===== config.mk =====
export PLATFORM = sky130hd
export DESIGN_NAME = day_phase_fraction_scheduler_flat
export DESIGN_NICKNAME = d
export VERILOG_FILES = /design/src/hdl/dpfs_pkg.sv /design/src/hdl/dpfs_intf.sv /design/src/hdl/dpfs_cfg.sv /design/src/hdl/dpfs_locate.sv /design/src/hdl/dpfs_div_cell.sv /design/src/hdl/day_phase_fraction_scheduler.sv /design/src/flat_wrapper.sv
export SDC_FILE = /design/constraint.sdc
export NUM_CORES = 1
export LEC_CHECK = 0
export ABC_AREA = 0
export ABC_CLOCK_PERIOD_IN_PS = 28300
export BUFFER_PORTS_ARGS = -buffer_cell sky130_fd_sc_hd__buf_2
export CAP_MARGIN = 25
export CORE_UTILIZATION = 25
export CTS_CLUSTER_DIAMETER = 40
export DETAILED_ROUTE_END_ITERATION = 8
export GPL_TIMING_DRIVEN = 0
export PLACE_DENSITY = 0.41
export SLEW_MARGIN = 10
export SYNTH_ARGS = -nofsm -noshare
export SYNTH_HDL_FRONTEND = slang
export SYNTH_HIERARCHICAL = 1
export SYNTH_SLANG_ARGS = --single-unit

===== constraint.sdc =====
create_clock -name clk -period 28.3 [get_ports clk]
set_input_delay 5.66 -clock clk [delete_from_list [all_inputs] [get_ports clk]]
set_output_delay 5.66 -clock clk [all_outputs]
set_load 0.01 [all_outputs]

===== src/hdl/dpfs_pkg.sv =====
// Shared types and constants of the day phase fraction scheduler.
`timescale 1ns / 1ps
`default_nettype none

package dpfs_pkg;

	// Field widths
	localparam int unsigned MinW     = 11;
	localparam int unsigned PhaseW   = 2;
	localparam int unsigned ProgW    = 8;
	localparam int unsigned ElapsedW = 12;
	localparam int unsigned DivW     = 20;
	localparam int unsigned QuotW    = 9;
	localparam int unsigned IdxW     = 3;
	localparam int unsigned PhaseCount = 4;

	// Day constants
	localparam logic [MinW-1:0]     MinutesPerDay = 11'd1440;
	localparam logic [ElapsedW-1:0] DayWide       = 12'd1440;
	localparam logic [ProgW-1:0]    ProgressMax   = 8'd255;
	localparam logic [PhaseW-1:0]   LastSlot      = 2'd3;

	// Reset starts
	localparam logic [MinW-1:0] NightReset   = 11'd0;
	localparam logic [MinW-1:0] SunriseReset = 11'd360;
	localparam logic [MinW-1:0] DayReset     = 11'd480;
	localparam logic [MinW-1:0] SunsetReset  = 11'd1140;

	// Reset lengths per phase
	localparam logic [MinW-1:0] NightLenReset   = 11'd360;
	localparam logic [MinW-1:0] SunriseLenReset = 11'd120;
	localparam logic [MinW-1:0] DayLenReset     = 11'd660;
	localparam logic [MinW-1:0] SunsetLenReset  = 11'd300;

	// Register indexes
	typedef enum logic [IdxW-1:0] {
		REG_NIGHT_START   = 3'd0,
		REG_SUNRISE_START = 3'd1,
		REG_DAY_START     = 3'd2,
		REG_SUNSET_START  = 3'd3,
		REG_AUTO_MODE     = 3'd4
	} dpfs_reg_t;

	// Phase codes
	typedef enum logic [PhaseW-1:0] {
		PH_NIGHT   = 2'd0,
		PH_SUNRISE = 2'd1,
		PH_DAY     = 2'd2,
		PH_SUNSET  = 2'd3
	} dpfs_phase_t;

	// Schedule held by the configuration block
	typedef struct packed {
		logic                                auto_mode;
		logic [PhaseCount-1:0][MinW-1:0]     start;
		logic [PhaseCount-1:0][PhaseW-1:0]   order;
		logic [PhaseCount-1:0][MinW-1:0]     length;
	} dpfs_sched_t;

	// Payload that walks down the divider chain
	typedef struct packed {
		logic [PhaseW-1:0] phase;
		logic              zero;
		logic [MinW-1:0]   len;
		logic [DivW-1:0]   rem;
		logic [QuotW-1:0]  quot;
	} dpfs_lane_t;

endpackage

`default_nettype wire


===== src/hdl/dpfs_intf.sv =====
// Channel interfaces: minute ticks, phase results and register writes.
`timescale 1ns / 1ps
`default_nettype none

interface dpfs_tick_if;
	logic        valid;
	logic        ready;
	logic [10:0] minute_of_day;
	modport source (output valid, output minute_of_day, input ready);
	modport sink   (input valid, input minute_of_day, output ready);
endinterface

interface dpfs_status_if;
	logic       valid;
	logic       ready;
	logic [1:0] phase;
	logic [7:0] progress;
	logic       zero_length;
	modport source (output valid, output phase, output progress, output zero_length,
		input ready);
	modport sink   (input valid, input phase, input progress, input zero_length,
		output ready);
endinterface

interface dpfs_cfg_if;
	logic        valid;
	logic        ready;
	logic [2:0]  index;
	logic [10:0] data;
	modport source (output valid, output index, output data, input ready);
	modport sink   (input valid, input index, input data, output ready);
endinterface

`default_nettype wire


===== src/hdl/dpfs_cfg.sv =====
// Configuration registers with phase order and length recompute on each write.
`timescale 1ns / 1ps
`default_nettype none

module dpfs_cfg
	import dpfs_pkg::*;
(
	input  wire logic   clk,
	input  wire logic   arst_n,
	dpfs_cfg_if.sink    cfg,
	output dpfs_sched_t sched
);

	logic [PhaseCount-1:0][MinW-1:0]   start_q;
	logic [PhaseCount-1:0][PhaseW-1:0] order_q;
	logic [PhaseCount-1:0][MinW-1:0]   length_q;
	logic                              auto_q;

	logic [PhaseCount-1:0][MinW-1:0]   start_nxt;
	logic [PhaseCount-1:0][PhaseW-1:0] order_nxt;
	logic [PhaseCount-1:0][MinW-1:0]   length_nxt;
	logic                              auto_nxt;
	logic                              hit;
	logic [PhaseW-1:0]                 latest;
	logic [MinW-1:0]                   best;

	assign cfg.ready = 1'b1;

	// Apply the write to a copy of the registers
	always_comb begin
		start_nxt = start_q;
		auto_nxt  = auto_q;
		hit       = 1'b1;
		unique case (cfg.index)
			REG_NIGHT_START:   start_nxt[PH_NIGHT]   = cfg.data;
			REG_SUNRISE_START: start_nxt[PH_SUNRISE] = cfg.data;
			REG_DAY_START:     start_nxt[PH_DAY]     = cfg.data;
			REG_SUNSET_START:  start_nxt[PH_SUNSET]  = cfg.data;
			REG_AUTO_MODE:     auto_nxt              = cfg.data[0];
			default:           hit                   = 1'b0;
		endcase
	end

	// Latest start, lowest phase wins ties; zero starts leave night latest
	always_comb begin
		latest = PH_NIGHT;
		best   = '0;
		for (int i = 0; i < PhaseCount; i++) begin
			if (start_nxt[i] > best) begin
				best   = start_nxt[i];
				latest = PhaseW'(i);
			end
		end
	end

	// Order follows the latest phase; lengths wrap mod 2048
	always_comb begin
		for (int i = 0; i < PhaseCount; i++) begin
			order_nxt[i] = latest + PhaseW'(i) + 2'd1;
			if (PhaseW'(i) == latest) begin
				length_nxt[i] = start_nxt[PhaseW'(i) + 2'd1] + MinutesPerDay - start_nxt[i];
			end else begin
				length_nxt[i] = start_nxt[PhaseW'(i) + 2'd1] - start_nxt[i];
			end
		end
	end

	always_ff @(posedge clk or negedge arst_n) begin
		if (!arst_n) begin
			start_q  <= {SunsetReset, DayReset, SunriseReset, NightReset};
			order_q  <= {PH_SUNSET, PH_DAY, PH_SUNRISE, PH_NIGHT};
			length_q <= {SunsetLenReset, DayLenReset, SunriseLenReset, NightLenReset};
			auto_q   <= 1'b1;
		end else if (cfg.valid && hit) begin
			start_q  <= start_nxt;
			order_q  <= order_nxt;
			length_q <= length_nxt;
			auto_q   <= auto_nxt;
		end
	end

	assign sched.auto_mode = auto_q;
	assign sched.start     = start_q;
	assign sched.order     = order_q;
	assign sched.length    = length_q;

endmodule

`default_nettype wire


===== src/hdl/dpfs_locate.sv =====
// Front stages: find the active phase, its elapsed minutes and the scaled dividend.
`timescale 1ns / 1ps
`default_nettype none

module dpfs_locate
	import dpfs_pkg::*;
(
	input  wire logic        clk,
	input  wire logic        arst_n,
	input  wire logic        en,
	input  wire logic        valid_i,
	input  wire logic [10:0] minute,
	input  wire dpfs_sched_t sched,
	output logic             valid_o,
	output dpfs_lane_t       lane_o
);

	logic [PhaseW-1:0]   cur;
	logic [MinW-1:0]     scur;
	logic [ElapsedW-1:0] wrapped;
	logic [ElapsedW-1:0] elapsed;

	logic                valid_s1;
	logic [PhaseW-1:0]   phase_s1;
	logic [MinW-1:0]     len_s1;
	logic [ElapsedW-1:0] elapsed_s1;
	logic                valid_s2;
	dpfs_lane_t          lane_s2;

	// Latest order slot whose start has passed, else last slot
	always_comb begin
		if (minute >= sched.start[sched.order[3]]) begin
			cur = sched.order[3];
		end else if (minute >= sched.start[sched.order[2]]) begin
			cur = sched.order[2];
		end else if (minute >= sched.start[sched.order[1]]) begin
			cur = sched.order[1];
		end else if (minute >= sched.start[sched.order[0]]) begin
			cur = sched.order[0];
		end else begin
			cur = sched.order[LastSlot];
		end
	end

	// Elapsed minutes, with midnight wrap; clamps at zero
	always_comb begin
		scur    = sched.start[cur];
		wrapped = ElapsedW'(minute) + DayWide;
		if (minute >= scur) begin
			elapsed = ElapsedW'(minute) - ElapsedW'(scur);
		end else if (wrapped >= ElapsedW'(scur)) begin
			elapsed = wrapped - ElapsedW'(scur);
		end else begin
			elapsed = '0;
		end
	end

	// Stage valid bits
	always_ff @(posedge clk or negedge arst_n) begin
		if (!arst_n) begin
			valid_s1 <= 1'b0;
			valid_s2 <= 1'b0;
		end else if (en) begin
			valid_s1 <= valid_i;
			valid_s2 <= valid_s1;
		end
	end

	// Payload: elapsed*255 as a shift and subtract
	always_ff @(posedge clk) begin
		if (en) begin
			phase_s1     <= cur;
			len_s1       <= sched.length[cur];
			elapsed_s1   <= elapsed;
			lane_s2.phase <= phase_s1;
			lane_s2.zero  <= (len_s1 == '0);
			lane_s2.len   <= len_s1;
			lane_s2.rem   <= {elapsed_s1, 8'd0} - DivW'(elapsed_s1);
			lane_s2.quot  <= '0;
		end
	end

	assign valid_o = valid_s2;
	assign lane_o  = lane_s2;

endmodule

`default_nettype wire


===== src/hdl/dpfs_div_cell.sv =====
// One restoring divider cell: settles one quotient bit and passes the lane on.
`timescale 1ns / 1ps
`default_nettype none

module dpfs_div_cell
	import dpfs_pkg::*;
#(
	parameter int unsigned SHIFT = 0
) (
	input  wire logic clk,
	input  wire logic arst_n,
	input  wire logic en,
	input  wire logic valid_i,
	input  wire dpfs_lane_t lane_i,
	output logic      valid_o,
	output dpfs_lane_t lane_o
);

	logic [DivW-1:0] divisor;
	dpfs_lane_t      lane_nxt;
	logic            valid_q;
	dpfs_lane_t      lane_q;

	// Trial subtract of the shifted divisor
	always_comb begin
		divisor  = DivW'(lane_i.len) << SHIFT;
		lane_nxt = lane_i;
		if (lane_i.rem >= divisor) begin
			lane_nxt.rem         = lane_i.rem - divisor;
			lane_nxt.quot[SHIFT] = 1'b1;
		end
	end

	always_ff @(posedge clk or negedge arst_n) begin
		if (!arst_n) begin
			valid_q <= 1'b0;
		end else if (en) begin
			valid_q <= valid_i;
		end
	end

	always_ff @(posedge clk) begin
		if (en) begin
			lane_q <= lane_nxt;
		end
	end

	assign valid_o = valid_q;
	assign lane_o  = lane_q;

endmodule

`default_nettype wire


===== src/hdl/day_phase_fraction_scheduler.sv =====
// Top level of the day phase fraction scheduler.
//
// Channel  Role    Payload
// tick     sink    minute_of_day[10:0]
// status   source  phase[1:0], progress[7:0], zero_length
// cfg      sink    index[2:0], data[10:0]; ready is always high
//
// One tick is taken every cycle unless the chain is held; a result passes through
// two locate stages and a chain of nine divider cells (saturation bit plus 8 bits).
// The whole chain advances together: it holds while the last cell's result
// waits, and tick.ready is low only then. In manual mode ticks are taken and
// dropped. Reset loads the reset starts and their derived order and lengths.
`timescale 1ns / 1ps
`default_nettype none

module day_phase_fraction_scheduler
	import dpfs_pkg::*;
(
	input  wire logic   clk,
	input  wire logic   arst_n,
	dpfs_tick_if.sink   tick,
	dpfs_status_if.source status,
	dpfs_cfg_if.sink    cfg
);

	dpfs_sched_t              sched;
	logic                     en;
	logic [QuotW:0]           valid_c;
	dpfs_lane_t [QuotW:0]     lane_c;
	dpfs_lane_t               last;

	// Chain moves unless a finished result is stuck
	assign en         = !valid_c[QuotW] || status.ready;
	assign tick.ready = en;

	dpfs_cfg u_cfg (
		.clk    (clk),
		.arst_n (arst_n),
		.cfg    (cfg),
		.sched  (sched)
	);

	dpfs_locate u_locate (
		.clk     (clk),
		.arst_n  (arst_n),
		.en      (en),
		.valid_i (tick.valid && sched.auto_mode),
		.minute  (tick.minute_of_day),
		.sched   (sched),
		.valid_o (valid_c[0]),
		.lane_o  (lane_c[0])
	);

	// Divider cells, quotient bit 8 (saturation) first
	for (genvar j = 0; j < QuotW; j++) begin : g_cell
		dpfs_div_cell #(
			.SHIFT (QuotW - 1 - j)
		) u_cell (
			.clk     (clk),
			.arst_n  (arst_n),
			.en      (en),
			.valid_i (valid_c[j]),
			.lane_i  (lane_c[j]),
			.valid_o (valid_c[j+1]),
			.lane_o  (lane_c[j+1])
		);
	end

	// Result: zero length forces 0, overflow saturates
	assign last               = lane_c[QuotW];
	assign status.valid       = valid_c[QuotW];
	assign status.phase       = last.phase;
	assign status.zero_length = last.zero;
	always_comb begin
		if (last.zero) begin
			status.progress = '0;
		end else if (last.quot[QuotW-1]) begin
			status.progress = ProgressMax;
		end else begin
			status.progress = last.quot[ProgW-1:0];
		end
	end

endmodule

`default_nettype wire


===== src/flat_wrapper.sv =====
// flat-port wrapper written by rule: the top's interface ports become plain ports
module day_phase_fraction_scheduler_flat import dpfs_pkg::*;
  (clk, arst_n, tick_valid, tick_minute_of_day, tick_ready, status_valid, status_phase, status_progress, status_zero_length, status_ready, cfg_valid, cfg_index, cfg_data, cfg_ready);
  dpfs_tick_if tick_i ();
  dpfs_status_if status_i ();
  dpfs_cfg_if cfg_i ();
  input  wire logic clk;
  input  wire logic arst_n;
  input wire logic [$bits(tick_i.valid)-1:0] tick_valid;
  input wire logic [$bits(tick_i.minute_of_day)-1:0] tick_minute_of_day;
  output wire logic [$bits(tick_i.ready)-1:0] tick_ready;
  output wire logic [$bits(status_i.valid)-1:0] status_valid;
  output wire logic [$bits(status_i.phase)-1:0] status_phase;
  output wire logic [$bits(status_i.progress)-1:0] status_progress;
  output wire logic [$bits(status_i.zero_length)-1:0] status_zero_length;
  input wire logic [$bits(status_i.ready)-1:0] status_ready;
  input wire logic [$bits(cfg_i.valid)-1:0] cfg_valid;
  input wire logic [$bits(cfg_i.index)-1:0] cfg_index;
  input wire logic [$bits(cfg_i.data)-1:0] cfg_data;
  output wire logic [$bits(cfg_i.ready)-1:0] cfg_ready;
  assign tick_i.valid = tick_valid;
  assign tick_i.minute_of_day = tick_minute_of_day;
  assign tick_ready = tick_i.ready;
  assign status_valid = status_i.valid;
  assign status_phase = status_i.phase;
  assign status_progress = status_i.progress;
  assign status_zero_length = status_i.zero_length;
  assign status_i.ready = status_ready;
  assign cfg_i.valid = cfg_valid;
  assign cfg_i.index = cfg_index;
  assign cfg_i.data = cfg_data;
  assign cfg_ready = cfg_i.ready;
  day_phase_fraction_scheduler u_core (.clk(clk), .arst_n(arst_n), .tick(tick_i), .status(status_i), .cfg(cfg_i));
endmodule

== Word-level counts from Yosys, hierarchy flattened ==
Index checks and enable logic that the tools add are counted.

* Bits in registers: 487
* Bits of input ports: 30
* Output and inout bits: 14
* Logic and storage cells: 195

* Add/subtract/negate cells: 30
* $lt $le $gt $ge: 24
* Equal/unequal tests: 7
* Mux-type cells: 43
* Reduce and logical (&&, ||, !) cells: 9

{| class="wikitable"
|+ Operator list
! kind !! number
|-
| two-way mux 11 bit || 17
|-
| two-way mux 20 bit || 7
|-
| binary-select mux 11 bit (select 2 bit) || 6
|-
| subtractor 11 bit || 8
|-
| greater-or-equal comparator 11 bit || 5
|-
| adder 11 bit (second input constant) || 4
|-
| subtractor 20 x 12 -> 20 bit || 2
|-
| greater-than comparator 11 bit || 3
|-
| two-way mux 12 bit || 2
|-
| two-way mux 21 bit || 1
|-
| greater-or-equal comparator 20 x 11 -> 1 bit || 1
|-
| greater-or-equal comparator 20 x 12 -> 1 bit || 1
|-
| greater-or-equal comparator 20 x 13 -> 1 bit || 1
|-
| greater-or-equal comparator 20 x 14 -> 1 bit || 1
|-
| greater-or-equal comparator 20 x 15 -> 1 bit || 1
|-
| greater-or-equal comparator 20 x 16 -> 1 bit || 1
|-
| greater-or-equal comparator 20 x 17 -> 1 bit || 1
|-
| greater-or-equal comparator 20 x 18 -> 1 bit || 1
|-
| greater-or-equal comparator 20 x 19 -> 1 bit || 1
|-
| subtractor 20 x 13 -> 20 bit || 1
|-
| subtractor 20 x 14 -> 20 bit || 1
|-
| subtractor 20 x 15 -> 20 bit || 1
|-
| subtractor 20 x 16 -> 20 bit || 1
|-
| subtractor 20 x 17 -> 20 bit || 1
|-
| other kinds (26) || 44
|}

== Depth between registers and ports, before layout ==
* Depth after elaboration: 12
* Gate-level depth with buffers: 36
* Depth with buffers taken out: 32

== Hierarchy ==
Netlist, hierarchy kept.

{| class="wikitable"
|+ By module, submodules not included
! module !! instances !! cells each !! area each (µm²) !! seq. area each (µm²)
|-
| dpfs_cfg || 1 || 1085 || 9472.8 || 2418.6
|-
| dpfs_locate || 1 || 630 || 6570.1 || 1821.7
|-
| dpfs_div_cell at u_core.g_cell[8].u_cell || 1 || 193 || 2311.0 || 1316.3
|-
| dpfs_div_cell at u_core.g_cell[6].u_cell || 1 || 171 || 2250.9 || 1316.3
|-
| dpfs_div_cell at u_core.g_cell[5].u_cell || 1 || 182 || 2228.4 || 1316.3
|-
| dpfs_div_cell at u_core.g_cell[4].u_cell || 1 || 176 || 2205.9 || 1316.3
|-
| dpfs_div_cell at u_core.g_cell[7].u_cell || 1 || 170 || 2184.6 || 1316.3
|-
| dpfs_div_cell at u_core.g_cell[1].u_cell || 1 || 151 || 2174.6 || 1316.3
|-
| dpfs_div_cell at u_core.g_cell[2].u_cell || 1 || 156 || 2150.8 || 1316.3
|-
| dpfs_div_cell at u_core.g_cell[3].u_cell || 1 || 169 || 2143.3 || 1316.3
|-
| dpfs_div_cell at u_core.g_cell[0].u_cell || 1 || 144 || 2089.5 || 1316.3
|-
| day_phase_fraction_scheduler || 1 || 11 || 103.8 || 0.0
|}

== Least setup slack after synthesis ==
No wires, ideal clock.

* Kind: input to output
* From: in status_ready
* To: out tick_ready
* Arrival time: 16.619 ns
* Data required time: 22.640 ns
* Slack: 6.021 ns
* Stages on the path: 1
* Buffers on the path: 0
* Path through: nand2b_1

* Cells in the longest elaborated chain, start to end: 1

{| class="wikitable"
|+ RTL lines
! element !! RTL line !! source
|-
| from (decl) || flat_wrapper.sv:16 || <nowiki>input wire logic [$bits(status_i.ready)-1:0] status_ready;</nowiki>
|-
| logical OR 1 bit || day_phase_fraction_scheduler.sv:33 || <nowiki>assign en = !valid_c[QuotW] || status.ready;</nowiki>
|-
| to (decl) || flat_wrapper.sv:11 || <nowiki>output wire logic [$bits(tick_i.ready)-1:0] tick_ready;</nowiki>
|}

Every way passes these cells.

==> results.txt <==
----------------------------------------------------
[Routing]
  Sum of routed wire length over all layers ... 100 mm
  Drt pass-1 iters ... 5
  Post-detailed-route via-to-cell ratio ... 4.68
  Overall via count from detail_route ... 24,000
  Remaining antenna violation count after routing ... 0
  Final routed DRC violation total ... 0
  Routed length per instance ... 19.6 um
  Count of routing violations after the opening detailed-route iteration ... 1,327

[Setup path]
  Worst setup path class ... in -> reg
  Capturing instance or port of the critical path ... u_core/u_cfg/sched[32]
  CP Launch Point ... cfg_index[0]
  Endpoint class of the critical path ... flop
  Setup crit start kind ... primary input
  Required time of the critical path ... 28,840 ps
  Worst path max stage delay ... 770 ps
  Flop-to-flop setup slack ... 19,560 ps
  Arrival time worst endpoint ... 14,670 ps
  Reg2reg end ... u_core/u_cfg/sched[32]
  Reg2reg path depth ... 30
  Most frequent CP cell ... ha_1
  Largest fanout on the critical path ... 10
  Reg-to-reg startpoint ... u_core/u_cfg/sched[67]
  Critical Path Slowest Stage Cell ... mux2i_1

[Timing]
  Number of slew-limit violations in the final report ... 0
  Maximum clock skew at final layout ... 65.4 ps
  Number of setup violations in the final report ... 0
  Setup repair after global routing missed its margin ... false
  Setup slack after layout ... 14,170 ps
  Number of endpoints with negative hold slack in the final report ... 0
  Final worst path period share ... 49.9%
  Time the worst path needs with I/O delays and setup ... 14,130 ps
  Setup TNS Final ... 0 ps
  Slew @ Worst Pin ... 1040 ps
  Worst-case headroom to the max-slew limit ... 28.4%
  Highest achievable clock rate ... 0.0708 GHz

[Global route]
  Maximum number of pins on one net before global-route repair ... 63
  First-pass GRT wire length ... 153 mm
  Antenna violations before repair ... 2
  GRT Residual Overflow ... 0
  Via count of the first global-routing pass ... 24,600
  Global-route usage over all layers ... 14.4%

[Placement]
  Gpl congestion ... 0.847
  Worst slack at placement ... 13,510 ps
  Input/output buffers ... 40
  Detailed Place HPWL ... 78.2 mm

[Clocking]
  Maximum count of clock buffers along a single path ... 3
  Clk root buf ... clkbuf_16
  Clock-pin slew reported for the worst setup and hold paths after clock tree synthesis ... 60 ps
  Clock insertion delay at the later pin of the skew report ... 710 ps
  Hold bufs inserted after CTS ... 0
  H-tree levels ... 3
  Number of buffers added for setup after CTS ... 0
  Number of sinks handled by clock tree synthesis ... 521
  TritonCTS Buffers ... 94
  CTS resizes ... 0
  TritonCTS clock tree ... built

[Worst hold path]
  Worst hold start ... u_core/g_cell[4].u_cell/lane_o[42]
  Path type of the worst min-delay path ... reg -> reg
  Min-Delay Path Depth ... 0

[Floorplan]
  Initial core utilization ... 25.3%
  Die W ... 373 um
  Floorplan die height ... 373 um
  Top Ports ... 44
  Overall die area ... 0.139 mm2
  Core region area ... 0.136 mm2
  Cell row count ... 135

[Run]
  MaxCap Viol Count ... 0

[Synth]
  Average cell area after synthesis ... 11.0 um2
  Number of warnings reported in the yosys synthesis log ... 6
  Synthesized netlist cell count ... 3,110
  Netlist Area Pre-Place ... 0.0343 mm2

[Layout]
  Number of nets in the finished design ... 3,623
  Diode insertion count for antenna repair ... 0
  Fraction of layout cells with a size suffix above 1 ... 15.6%
  Area Growth Syn to Fin ... 17.7%
  Fraction of the core area covered by cells at the end of the flow ... 29.8%

[Run status]
  Result of the run ... finished clean

----------------------------------------------------
## registers in the layout (all words and copies together) (netlist names)
signal and count:
u_core/u_locate/valid_o 1, u_core/g_cell.u_cell/lane_o 356, u_core/u_locate/elapsed_s1 12, u_core/u_locate/valid_s1 1, u_core/u_locate/lane_o 34, u_core/u_locate/phase_s1 2, u_core/u_cfg/auto_q 1, u_core/g_cell.u_cell/valid_o 9
u_core/u_cfg/sched 94, u_core/u_locate/len_s1 11
## layout make-up
cell class / count / area (um2)
Multi-Input combinational cell: 2208 / 17600
Fill cell: 14200 / 95400
Clock buffer: 109 / 2460
Buffer: 101 / 561
Sequential cell: 521 / 15200
Clock inverter: 66 / 872
Timing Repair Buffer: 54 / 484
Inverter: 288 / 1080
Tap cell: 1781 / 2230
## metrics by stage
step,hold slack (ps),instance area [um2],instances
after floorplan,400,34400,3118
after global placement,400,36800,4939
after detailed placement,405,37100,4952
after CTS,375,40400,5127
after global routing,397,40400,5128
final,387,40400,5128
## worst min path at each step
stage | slack [ps] | endpoint
detailed placement | 400 | u_core/g_cell[3].u_cell/lane_o[4]
floorplan | 400 | u_core/g_cell[0].u_cell/lane_o[40]
finish | 390 | u_core/g_cell[5].u_cell/lane_o[42]
CTS | 380 | u_core/g_cell[5].u_cell/lane_o[42]
global placement | 400 | u_core/g_cell[1].u_cell/lane_o[6]
global route | 400 | u_core/g_cell[5].u_cell/lane_o[41]
## metal layers
metal  vias to the layer above  track usage, %  wire (um)
met2                       460            26.0      51200
met1                     11600            17.3      42300
met4                         0            5.13       3430
met3                       153            2.22       3530
li1                      11800               -          -
met5                         -               0          0
## worst max-delay path, delay by kind of cell
family                   cells  cell delay [ps]
buffers and inverters        8             2650
multiplexers                 4             2050
AO/OA/AOI/OAI               10             1950
AND/OR/NAND/NOR              7             1210
adder cells (fa/ha/maj)      4             1150
## cell usage in the layout (no fill, tap or decap), types with 33 or more instances in the layout
cell type,n
ha_1,287
mux2i_1,93
nor2_1,152
clkbuf_16,95
clkbuf_1,50
xnor2_1,97
dfstp_2,33
nor2b_1,35
inv_1,286
nor3_1,58
xor2_1,64
buf_2,57
dfrtp_1,73
mux2_2,60
a21o_1,41
fa_1,38
edfxtp_1,415
nand2b_1,40
o21ai_0,187
nand3_1,41
a211oi_1,40
mux4_2,44
a21oi_1,172
nand2_1,241
Power is not shown: default switching activity piles up to over one toggle a cycle in this logic, so the estimate is an artifact.
